===== src/rtl/core/wfdc_pkg.sv =====
// Shared mode codes, duty levels and register indexes of the wall-follow drive controller.
package wfdc_pkg;

  // Controller mode codes, as reported on the mode output
  localparam logic [2:0] MODE_DECIDE     = 3'd0;
  localparam logic [2:0] MODE_TURN_RIGHT = 3'd1;
  localparam logic [2:0] MODE_TURN_LEFT  = 3'd2;
  localparam logic [2:0] MODE_DEAD_END   = 3'd3;
  localparam logic [2:0] MODE_DRIVE      = 3'd4;
  localparam logic [2:0] MODE_PAUSE      = 3'd5;

  // Motor duty levels
  localparam logic [7:0] DUTY_FULL = 8'd255;
  localparam logic [7:0] DUTY_SLOW = 8'd150;
  localparam logic [7:0] DUTY_OFF  = 8'd0;

  // Configuration register indexes
  localparam logic [7:0] REG_FRONT_CLEAR   = 8'd0;
  localparam logic [7:0] REG_FRONT_RETRY   = 8'd1;
  localparam logic [7:0] REG_SIDE_OPEN     = 8'd2;
  localparam logic [7:0] REG_STOP_DISTANCE = 8'd3;
  localparam logic [7:0] REG_WALL_NEAR     = 8'd4;
  localparam logic [7:0] REG_TURN_GOAL     = 8'd5;
  localparam logic [7:0] REG_DRIVE_POLL    = 8'd6;
  localparam logic [7:0] REG_PAUSE_TICKS   = 8'd7;

endpackage


===== src/rtl/core/wall_follow_drive_controller_top.sv =====
// Top level of the wall-follow drive controller: tick state machine and result register.

// Right-hand wall follower advanced once per accepted tick. Each tick carries the two
// encoder A levels and the front, left and right distances; one result (direction bits,
// duties, mode) comes back per tick and shows the state after that tick. The tick is
// evaluated in the cycle it is accepted and its result appears in the output register on
// the next cycle, so one tick is taken every cycle while no result is stalled; the only
// thing that holds off input is a result still stalled in the output register.
// Configuration registers are written through the cfg port (always ready); the user must
// write them only while the block is idle, a rule the block leaves to the user; indexes above 7 are ignored.
module wall_follow_drive_controller_top
  import wfdc_pkg::*;
(
  input  logic        clk_i,
  input  logic        rst_ni,
  // Tick input
  input  logic        in_valid_i,
  output logic        in_stall_o,
  input  logic        enc_left_i,
  input  logic        enc_right_i,
  input  logic [15:0] front_mm_i,
  input  logic [15:0] left_mm_i,
  input  logic [15:0] right_mm_i,
  // Result output
  output logic        out_valid_o,
  input  logic        out_stall_i,
  output logic        left_reverse_o,
  output logic        right_reverse_o,
  output logic [7:0]  left_duty_o,
  output logic [7:0]  right_duty_o,
  output logic [2:0]  mode_o,
  // Configuration write
  input  logic        cfg_valid_i,
  output logic        cfg_ready_o,
  input  logic [7:0]  cfg_index_i,
  input  logic [15:0] cfg_data_i
);

  // Configuration registers
  logic [15:0] front_clear_q, front_retry_q, side_open_q, stop_distance_q, wall_near_q;
  logic [7:0]  turn_goal_q, drive_poll_q, pause_ticks_q;

  // Controller state
  logic [2:0]  mode_q, mode_d;
  logic [15:0] left_count_q, left_count_d;
  logic [15:0] right_count_q, right_count_d;
  logic        left_prev_q, right_prev_q;
  logic [15:0] turn_target_q, turn_target_d;
  logic [7:0]  wait_q, wait_d;
  logic [7:0]  held_left_q, held_left_d;
  logic [7:0]  held_right_q, held_right_d;

  // Result register
  logic        out_valid_q;
  logic        lrev_q, rrev_q, lrev_d, rrev_d;
  logic [7:0]  lduty_q, rduty_q, lduty_d, rduty_d;
  logic [2:0]  mode_out_q;

  logic        in_xfer;
  logic [15:0] left_diff, right_diff;
  logic        left_done, right_done;
  logic [7:0]  wait_inc;

  assign cfg_ready_o = 1'b1;
  assign in_stall_o  = out_valid_q & out_stall_i;
  assign in_xfer     = in_valid_i & ~in_stall_o;

  // Write configuration registers
  always_ff @(posedge clk_i or negedge rst_ni) begin
    if (!rst_ni) begin
      front_clear_q   <= 16'd150;
      front_retry_q   <= 16'd180;
      side_open_q     <= 16'd180;
      stop_distance_q <= 16'd55;
      wall_near_q     <= 16'd150;
      turn_goal_q     <= 8'd14;
      drive_poll_q    <= 8'd6;
      pause_ticks_q   <= 8'd20;
    end else if (cfg_valid_i) begin
      case (cfg_index_i)
        REG_FRONT_CLEAR:   front_clear_q   <= cfg_data_i;
        REG_FRONT_RETRY:   front_retry_q   <= cfg_data_i;
        REG_SIDE_OPEN:     side_open_q     <= cfg_data_i;
        REG_STOP_DISTANCE: stop_distance_q <= cfg_data_i;
        REG_WALL_NEAR:     wall_near_q     <= cfg_data_i;
        REG_TURN_GOAL:     turn_goal_q     <= cfg_data_i[7:0];
        REG_DRIVE_POLL:    drive_poll_q    <= cfg_data_i[7:0];
        REG_PAUSE_TICKS:   pause_ticks_q   <= cfg_data_i[7:0];
        default: ;
      endcase
    end
  end

  // Count rising encoder edges on every tick
  assign left_count_d  = left_count_q + {15'd0, enc_left_i & ~left_prev_q};
  assign right_count_d = right_count_q + {15'd0, enc_right_i & ~right_prev_q};

  // Turn completion: wrapped difference to the target is not negative
  assign left_diff  = left_count_d - turn_target_q;
  assign right_diff = right_count_d - turn_target_q;
  assign left_done  = ~left_diff[15];
  assign right_done = ~right_diff[15];
  assign wait_inc   = wait_q + 8'd1;

  // Advance the state machine for one tick
  always_comb begin
    mode_d        = mode_q;
    turn_target_d = turn_target_q;
    wait_d        = wait_q;
    held_left_d   = held_left_q;
    held_right_d  = held_right_q;
    case (mode_q)
      MODE_TURN_RIGHT, MODE_TURN_LEFT: begin
        if ((mode_q == MODE_TURN_LEFT) ? left_done : right_done) begin
          wait_d = 8'd0;
          if (front_mm_i > stop_distance_q) begin
            mode_d = MODE_DRIVE; held_left_d = DUTY_SLOW; held_right_d = DUTY_SLOW;
          end else begin
            mode_d = MODE_PAUSE; held_left_d = DUTY_OFF; held_right_d = DUTY_OFF;
          end
        end
      end
      MODE_DEAD_END: begin
        if (right_done) begin
          if (front_mm_i <= front_retry_q) begin
            turn_target_d = right_count_d + {8'd0, turn_goal_q};
          end else begin
            wait_d = 8'd0;
            if (front_mm_i > stop_distance_q) begin
              mode_d = MODE_DRIVE; held_left_d = DUTY_SLOW; held_right_d = DUTY_SLOW;
            end else begin
              mode_d = MODE_PAUSE; held_left_d = DUTY_OFF; held_right_d = DUTY_OFF;
            end
          end
        end
      end
      MODE_DRIVE: begin
        wait_d = wait_inc;
        if (wait_inc >= drive_poll_q) begin
          wait_d = 8'd0;
          // Steer away from the nearer wall; hold duties when walls are equal
          if (left_mm_i < wall_near_q && right_mm_i < wall_near_q) begin
            if (left_mm_i < right_mm_i) begin
              held_left_d = DUTY_SLOW; held_right_d = DUTY_FULL;
            end else if (right_mm_i < left_mm_i) begin
              held_left_d = DUTY_FULL; held_right_d = DUTY_SLOW;
            end
          end else begin
            held_left_d = DUTY_FULL; held_right_d = DUTY_FULL;
          end
          if (front_mm_i <= stop_distance_q) begin
            mode_d = MODE_PAUSE; held_left_d = DUTY_OFF; held_right_d = DUTY_OFF;
          end
        end
      end
      MODE_PAUSE: begin
        wait_d = wait_inc;
        if (wait_inc >= pause_ticks_q) begin
          wait_d = 8'd0;
          mode_d = MODE_DECIDE;
        end
      end
      default: begin
        // Decide: straight, right, left, dead-end turn, else drive
        if (front_mm_i > front_clear_q || (right_mm_i <= side_open_q &&
            left_mm_i <= side_open_q && front_mm_i > front_retry_q)) begin
          wait_d = 8'd0;
          if (front_mm_i > stop_distance_q) begin
            mode_d = MODE_DRIVE; held_left_d = DUTY_SLOW; held_right_d = DUTY_SLOW;
          end else begin
            mode_d = MODE_PAUSE; held_left_d = DUTY_OFF; held_right_d = DUTY_OFF;
          end
        end else if (right_mm_i > side_open_q) begin
          mode_d = MODE_TURN_RIGHT;
          turn_target_d = right_count_d + {8'd0, turn_goal_q};
        end else if (left_mm_i > side_open_q) begin
          mode_d = MODE_TURN_LEFT;
          turn_target_d = left_count_d + {8'd0, turn_goal_q};
        end else begin
          mode_d = MODE_DEAD_END;
          turn_target_d = right_count_d + {8'd0, turn_goal_q};
        end
      end
    endcase
  end

  // Drive motors from the new mode
  always_comb begin
    lrev_d  = 1'b0;
    rrev_d  = 1'b0;
    lduty_d = DUTY_OFF;
    rduty_d = DUTY_OFF;
    case (mode_d)
      MODE_TURN_RIGHT, MODE_DEAD_END: begin
        lrev_d = 1'b1; lduty_d = DUTY_FULL; rduty_d = DUTY_FULL;
      end
      MODE_TURN_LEFT: begin
        rrev_d = 1'b1; lduty_d = DUTY_FULL; rduty_d = DUTY_FULL;
      end
      MODE_DRIVE: begin
        lduty_d = held_left_d; rduty_d = held_right_d;
      end
      default: ;
    endcase
  end

  // Update state on each tick transfer
  always_ff @(posedge clk_i or negedge rst_ni) begin
    if (!rst_ni) begin
      mode_q        <= MODE_DECIDE;
      left_count_q  <= 16'd0;
      right_count_q <= 16'd0;
      left_prev_q   <= 1'b0;
      right_prev_q  <= 1'b0;
      turn_target_q <= 16'd0;
      wait_q        <= 8'd0;
      held_left_q   <= 8'd0;
      held_right_q  <= 8'd0;
    end else if (in_xfer) begin
      mode_q        <= mode_d;
      left_count_q  <= left_count_d;
      right_count_q <= right_count_d;
      left_prev_q   <= enc_left_i;
      right_prev_q  <= enc_right_i;
      turn_target_q <= turn_target_d;
      wait_q        <= wait_d;
      held_left_q   <= held_left_d;
      held_right_q  <= held_right_d;
    end
  end

  // Hold result valid until its transfer
  always_ff @(posedge clk_i or negedge rst_ni) begin
    if (!rst_ni) begin
      out_valid_q <= 1'b0;
    end else if (in_xfer) begin
      out_valid_q <= 1'b1;
    end else if (!out_stall_i) begin
      out_valid_q <= 1'b0;
    end
  end

  // Load result payload
  always_ff @(posedge clk_i) begin
    if (in_xfer) begin
      lrev_q     <= lrev_d;
      rrev_q     <= rrev_d;
      lduty_q    <= lduty_d;
      rduty_q    <= rduty_d;
      mode_out_q <= (mode_d <= MODE_PAUSE) ? mode_d : MODE_DECIDE;
    end
  end

  assign out_valid_o     = out_valid_q;
  assign left_reverse_o  = lrev_q;
  assign right_reverse_o = rrev_q;
  assign left_duty_o     = lduty_q;
  assign right_duty_o    = rduty_q;
  assign mode_o          = mode_out_q;

  // Input is held off only by a stalled result
  assert property (@(posedge clk_i) disable iff (!rst_ni)
    in_stall_o |-> out_valid_o)
    else $error("input stalled without a pending result");

  // Reported mode matches the controller state after the tick
  assert property (@(posedge clk_i) disable iff (!rst_ni)
    in_xfer |=> (mode_o == mode_q))
    else $error("reported mode differs from controller state");

  // Turning modes spin the wheels at full duty in opposite directions
  assert property (@(posedge clk_i) disable iff (!rst_ni)
    (out_valid_o && (mode_o == MODE_TURN_RIGHT || mode_o == MODE_DEAD_END ||
                     mode_o == MODE_TURN_LEFT))
    |-> (left_duty_o == DUTY_FULL && right_duty_o == DUTY_FULL &&
         (left_reverse_o != right_reverse_o)))
    else $error("turn without full opposed duty");

  // Stopped modes drive nothing
  assert property (@(posedge clk_i) disable iff (!rst_ni)
    (out_valid_o && (mode_o == MODE_PAUSE || mode_o == MODE_DECIDE))
    |-> (left_duty_o == DUTY_OFF && right_duty_o == DUTY_OFF &&
         !left_reverse_o && !right_reverse_o))
    else $error("motors running while stopped");

endmodule


===== config.mk =====
export PLATFORM = sky130hd
export DESIGN_NAME = wall_follow_drive_controller_top
export DESIGN_NICKNAME = d
export VERILOG_FILES = /design/src/rtl/core/wfdc_pkg.sv /design/src/rtl/core/wall_follow_drive_controller_top.sv
export SDC_FILE = /design/constraint.sdc
export NUM_CORES = 1
export LEC_CHECK = 0
export ABC_AREA = 1
export BUFFER_PORTS_ARGS = -buffer_cell sky130_fd_sc_hd__buf_2
export CORE_MARGIN = 1
export CORE_UTILIZATION = 40
export DETAILED_ROUTE_END_ITERATION = 10
export SYNTH_ARGS = -nofsm -noshare
export SYNTH_HDL_FRONTEND = slang
export SYNTH_SLANG_ARGS = --single-unit

===== constraint.sdc =====
create_clock -name clk_i -period 4.1 [get_ports clk_i]
set_clock_uncertainty 0.1 [all_clocks]
set_input_delay 0.41 -clock clk_i [delete_from_list [all_inputs] [get_ports clk_i]]
set_output_delay 0.41 -clock clk_i [all_outputs]
set_load 0.005 [all_outputs]

# ---- Yosys cells after proc, flatten, opt, wreduce, memory -nomap -nowiden
# Index checks and enable logic that the tools add are counted.
dict set report classes {
  addsub 7
  order_cmp 16
  eq_ne 22
  mux 52
  bitwise 10
  reduce_logical 20
}
# operator n
set ops {}
lappend ops {{8-bit two-way mux} 25}
lappend ops {{8-bit case mux with 4 select lines} 3}
lappend ops {{16-bit greater-than comparator} 5}
lappend ops {{16-bit two-way mux} 5}
lappend ops {{16-bit less-or-equal comparator} 4}
lappend ops {{16-bit less-than comparator} 4}
lappend ops {{16-bit by 1-bit adder with 16-bit output} 2}
lappend ops {{16-bit by 8-bit adder with 16-bit output} 2}
lappend ops {{8-bit by 3-bit equality test with 1-bit output (second input constant)} 4}
lappend ops {{16-bit case mux with 2 select lines} 1}
lappend ops {{8-bit case mux with 2 select lines} 2}
lappend ops {{16-bit subtractor} 2}
lappend ops {{3-bit two-way mux} 7}
lappend ops {{8-bit by 2-bit equality test with 1-bit output (second input constant)} 2}
lappend ops {{8-bit >= comparator} 2}
lappend ops {{2-bit AND reduction} 8}
lappend ops {{3-bit by 2-bit equality test with 1-bit output (second input constant)} 4}
lappend ops {{3-bit case mux with 4 select lines} 1}
lappend ops {{5-bit AND reduction} 2}
lappend ops {{3-bit equality test (second input constant)} 3}
lappend ops {{8-bit by 1-bit adder with 8-bit output (second input constant)} 1}
lappend ops {{8-bit by 1-bit equality test with 1-bit output (second input constant)} 1}
lappend ops {{8-bit logical NOT} 1}
lappend ops {{2-bit != test (second input constant)} 4}
lappend ops {{other kinds (13)} 32}
dict set report totals {
  regBits 203
}

# ---- Logic depth before layout (Yosys ltp)
dict set report logic_depth {
  word_depth 11
  mapped_depth 32
  mapped_depth_nobuf 31
}

# ---- Least setup slack after synthesis
# OpenSTA, ideal clock, no wires.
dict set report synth_timing {
  kind {in2reg}
  start {input enc_right_i}
  end {register lduty_q[2] (netlist: left_duty_o[2]), data pin}
  setup_ns 0.256
  arrival_time_ns 3.343
  slack_ns 0.402
  cell_stages 30
  n_path_buf 2
  path_cell_list {inv_1 -> nor2_1 -> ha_1 -> nand3_1 -> nor2_1 -> nand2_1 -> nor2_1 -> nand3_1 -> nor2_1 -> xor2_1 -> inv_1 -> ha_1 -> nand2_1 -> inv_1 -> nand3_1 -> inv_1 -> nand2_1 -> nand2_1 -> a21oi_1 -> nand3_2 -> nand3_2 -> buf_6 -> nand2_1 -> a21oi_1 -> nand2_1 -> nand2_2 -> nor2_4 -> buf_6 -> nand2_1 -> nand2_1}
}
dict set report synth_via {
  elab_chain_cells 10
}
# element line_no
set synth_lines {}
lappend synth_lines {{from (decl)} wall_follow_drive_controller_top.sv:20} ;# input logic enc_right_i,
lappend synth_lines {{1-bit AND (*)} wall_follow_drive_controller_top.sv:96} ;# assign right_count_d = right_count_q + {15'd0, enc_right_i & ~right_prev_q};
lappend synth_lines {{16-bit by 1-bit adder with 16-bit output (*)} wall_follow_drive_controller_top.sv:96}
lappend synth_lines {{via right_count_d[14]} wall_follow_drive_controller_top.sv:46} ;# logic [15:0] right_count_q, right_count_d;
lappend synth_lines {{16-bit subtractor (*)} wall_follow_drive_controller_top.sv:100} ;# assign right_diff = right_count_d - turn_target_q;
lappend synth_lines {{1-bit inverter} wall_follow_drive_controller_top.sv:102} ;# assign right_done = ~right_diff[15];
lappend synth_lines {{1-bit two-way mux} wall_follow_drive_controller_top.sv:114} ;# if ((mode_q == MODE_TURN_LEFT) ? left_done : right_done) begin
lappend synth_lines {{3-bit two-way mux} wall_follow_drive_controller_top.sv:114}
lappend synth_lines {{3-bit case mux with 4 select lines} wall_follow_drive_controller_top.sv:112} ;# case (mode_q)
lappend synth_lines {{3-bit by 2-bit equality test with 1-bit output or 3-bit by 1-bit equality test with 1-bit output (tied branches)} wall_follow_drive_controller_top.sv:193} ;# case (mode_d)
lappend synth_lines {{3-bit OR reduction (no source line)} -}
lappend synth_lines {{8-bit case mux with 2 select lines (*)} wall_follow_drive_controller_top.sv:193}
lappend synth_lines {{via lduty_d[2]} wall_follow_drive_controller_top.sv:56} ;# logic [7:0] lduty_q, rduty_q, lduty_d, rduty_d;
lappend synth_lines {{to (signal assigned)} wall_follow_drive_controller_top.sv:248} ;# lduty_q <= lduty_d;
lappend synth_lines {{to (decl)} wall_follow_drive_controller_top.sv:56}
# Mark *: on every way through the listed nets, which the timed path passes. The rest lies on a longest branch.
# A chain may end at the register's enable or synchronous reset.

# ---- Worst setup path in the final report
dict set report layout_timing {
  start {register right_prev_q}
  end {register wait_q[3]}
}
dict set report layout_via {
  elab_chain_cells 8
}
# element line_no
set layout_lines {}
lappend layout_lines {{from (decl)} wall_follow_drive_controller_top.sv:47} ;# logic left_prev_q, right_prev_q;
lappend layout_lines {{from (signal assigned)} wall_follow_drive_controller_top.sv:224} ;# right_prev_q <= enc_right_i;
lappend layout_lines {{1-bit inverter (*)} wall_follow_drive_controller_top.sv:96}
lappend layout_lines {{1-bit AND (*)} wall_follow_drive_controller_top.sv:96}
lappend layout_lines {{16-bit by 1-bit adder with 16-bit output (*)} wall_follow_drive_controller_top.sv:96}
lappend layout_lines {{via right_count_d[14]} wall_follow_drive_controller_top.sv:46}
lappend layout_lines {{16-bit subtractor (*)} wall_follow_drive_controller_top.sv:100}
lappend layout_lines {{1-bit inverter} wall_follow_drive_controller_top.sv:102}
lappend layout_lines {{1-bit two-way mux} wall_follow_drive_controller_top.sv:114}
lappend layout_lines {{2-bit != test (no source line)} -}
lappend layout_lines {{5-bit AND reduction (no source line) (*)} -}
lappend layout_lines {{to (signal assigned)} wall_follow_drive_controller_top.sv:226} ;# wait_q <= wait_d;
lappend layout_lines {{to (decl)} wall_follow_drive_controller_top.sv:49} ;# logic [7:0] wait_q, wait_d;
# Marked as above.

==> out/summary.txt <==
Slew Limit Fails - 0
Worst r2r src - right_prev_q$_DFFE_PN0P_
Slew headroom - 29.70%
Top post-synthesis cells by area - dfrtp_1 (26%), ha_1 (16%), nand2_1 (15%), inv_1 (7.7%), o21ai_0 (6.7%)
Global Route Usage Sum - 20.95%
Setup-failing EPs final - 0
Core Area - 36610 um2
Worst slew pin tran - 1.052 ns
Fin crit share - 94.76%
Required @ worst endpoint - 4.47 ns
Peak supply drop - 334.7 uV
ANT nets after route - 0
Die area - 38030 um2
Total Neg Setup Slack - 0 ns
Final #Nets - 2425
Critical path class - flop to flop
CP arrival - 4.26 ns
Vias after detailed routing - 13170
Hold path depth - 3
Die W - 195.0 um
Leak Pwr - 8.685 nW
Mapped Area - 14900 um2
R2R Path End - wait_q[3]$_DFFE_PN0P_
First-pass GRT wire length - 64340 um
Syn Nets - 2295
Yosys top cell area share - 25.86%
Site Rows - 70
Synth unique cells - 48
Final Core Density - 46.86%
Crit-path max cell delay - 0.40 ns
Htree depth - 1
CTS Buffer Depth - 3
DR WL/cell - 14.90 um
#FFs+latches synth - 203
Reg2Reg Setup Slack - 0.21 ns
Syn_area_per_cell - 7.367 um2
Final Non-Filler Cells - 2642
Placed cell count - 2580
Ys async rst share - 89.66%
CTS sink count - 203
CP startpoint kind - flop
Pwr Density - 488.1 nW/um2
TritonCTS clock tree - yes
# DRC - 0
Clock Root Buffer - clkbuf_16
Status - finished, final reports clean
RD Place Congestion - 0.8847
Worst reg2reg path depth - 28
I/O pins - 103
Maxcap violations - 0
Number of global-route vias before repair - 12660
GRT overflow - 0
Fmax - 257.4 MHz
Slowest cell on the critical path - dfrtp_1
Die Ht - 195.0 um
Antenna violations before repair - 3
Clock period minus worst slack - 3.885 ns
Yosys warning count - 0
First DRT Iteration DRCs - 785
Sequential fraction of the synthesis area - 35.03%
Largest net degree at the start of global routing - 91
Crit path capture type - flop
CTS Buf Count - 24
Worst Hold End - out_valid_o$_DFFE_PN0P_
Port Buffer Count - 101
DRT Wirelength - 39360 um
Post-synth EDFFs - 21
Crit-path max FO - 6
Area leader, netlist - dfrtp_1
Initial Util - 40.71%
Fin. Hold Viols - 0
Worst Hold Launch - in_valid_i
Min-delay worst type - input pin to flop
Register clock-pin slew on the reported worst setup and hold paths - 0.06 ns
Skew-Pair Late Insertion Delay - 0.54 ns
Area growth from synthesis to layout - 15.11%
Ys flop type - dfrtp_1
Dpl hpwl - 30200 um
Syn Inst Count - 2023
Vias/cell - 4.985
DRT Pass-1 Iters - 7
Share of cells above drive strength 1 - 13.40%
-- logic make-up after synthesis --
logic type | Yosys count | synth area share (%)
compound gates | 347 | 12.31
xor+xnor | 37 | 2.174
fa+ha+maj | 193 | 16.30
buf+inv | 357 | 9.235
flops | 203 | 35.03
other cells | 1 | 0.02516
simple gates | 885 | 24.93
-- routing by layer --
metal  routed length [um]  up-vias  track usage [%]
met3                 1640       57            2.867
met2                18430      256            35.69
li1                     -     6787                -
met5                    0        -                0
met4                  896        0            5.279
met1                18390     6071            27.94
-- stage by stage --
stage,cell area [um2],hold slack [ns],setup WS [ns],power [mW]
floorplan,14900,0.01441,0.4015,5.022
global placement,16060,0.3652,-0.008301,5.949
detailed placement,16060,0.3659,-0.1130,6.036
CTS,16870,0.01491,0.02511,8.195
global route,17150,0.04586,-0.1047,9.043
finish,17160,0.02414,0.2147,8.374
-- cell usage after synthesis, types with 13 or more instances --
library cell  number
nand3_1           92
nor3_1            13
nor2_1           113
dfrtp_1          154
ha_1             191
edfxtp_1          21
clkbuf_1          33
xor2_1            31
inv_1            306
dfstp_2           28
a21oi_1          104
nand4_1           21
nand2_1          605
o21ai_0          199
-- sequential cells by signal, indices dropped and copies added (netlist names), 16 cells and up --
signal and count:
front_clear_q 16, front_retry_q 16, stop_distance_q 16, side_open_q 16, left_count_q 16, right_count_q 16, turn_target_q 16, wall_near_q 16
-- report_power, final --
group,switching (mW),total (mW),internal [mW]
clock,0.872,2.12,1.25
combinational,2.19,3.45,1.26
sequential,0.308,2.80,2.49
total,3.36,8.37,5.01
-- cell usage in the layout, fill, tap and decap left out, types with 4 or more instances in the layout --
cell / netlist / final
clkbuf_16: 0 / 24
nand4_1: 21 / 21
nor2_1: 113 / 105
nand3_2: 8 / 11
clkbuf_1: 33 / 6
nand2_1: 605 / 596
xnor2_1: 6 / 6
o211ai_1: 5 / 5
nand3_4: 1 / 4
clkinv_2: 0 / 5
nor3_1: 13 / 13
ha_1: 191 / 187
a21oi_2: 1 / 4
dfrtp_1: 154 / 154
o21ai_1: 7 / 8
buf_4: 1 / 39
clkbuf_8: 0 / 7
a21o_1: 4 / 4
o21a_1: 7 / 7
inv_2: 8 / 7
xor2_1: 31 / 30
o21ai_0: 199 / 198
buf_2: 2 / 100
inv_1: 306 / 305
nor2_2: 4 / 9
edfxtp_1: 21 / 21
nand3_1: 92 / 86
a21oi_1: 104 / 101
nand2_2: 9 / 16
o21bai_1: 6 / 6
nand2_4: 2 / 4
dfstp_2: 28 / 28
a31oi_1: 8 / 8
nor2_4: 5 / 8
-- what timing repair did --
item                                    CTS  global route
setup buffers                             0            13
hold buffers                              2             0
gates resized for setup                   0            47
endpoints found under the setup margin    0            62
hold endpoints to repair                 73             0
-- worst max path at each step --
stage | slack [ns] | from | depth (start not counted) | to
after global placement | -0.008 | enc_left_i | 25 | left_duty_o[5]$_DFFE_PP_
after CTS | 0.03 | left_prev_q$_DFFE_PN0P_ | 26 | right_duty_o[5]$_DFFE_PP_
after global routing | -0.10 | right_prev_q$_DFFE_PN0P_ | 29 | left_duty_o[2]$_DFFE_PP_
final | 0.21 | right_prev_q$_DFFE_PN0P_ | 28 | wait_q[3]$_DFFE_PN0P_
after floorplan | 0.40 | enc_right_i | 30 | left_duty_o[2]$_DFFE_PP_
after detailed placement | -0.11 | enc_left_i | 25 | left_duty_o[0]$_DFFE_PP_
-- layout make-up --
type	instances	area [um2]
diodes	3	7.507
clock buffers	36	705.7
clock inverters	8	77.57
fillers	3694	19450
inverters	316	1196
multi-input cells	1463	8484
flip-flops and latches	203	5220
well taps	468	585.6
repair buffers	145	878.3
-- critical path, delay by kind of cell, from the launching register on --
family	cells	cell delay (ns)
simple gates	20	2.19
fa+ha+maj	2	0.50
buf+inv	5	0.42
flops	1	0.40
xor+xnor	1	0.18
Power figures use the tool's default switching activity.
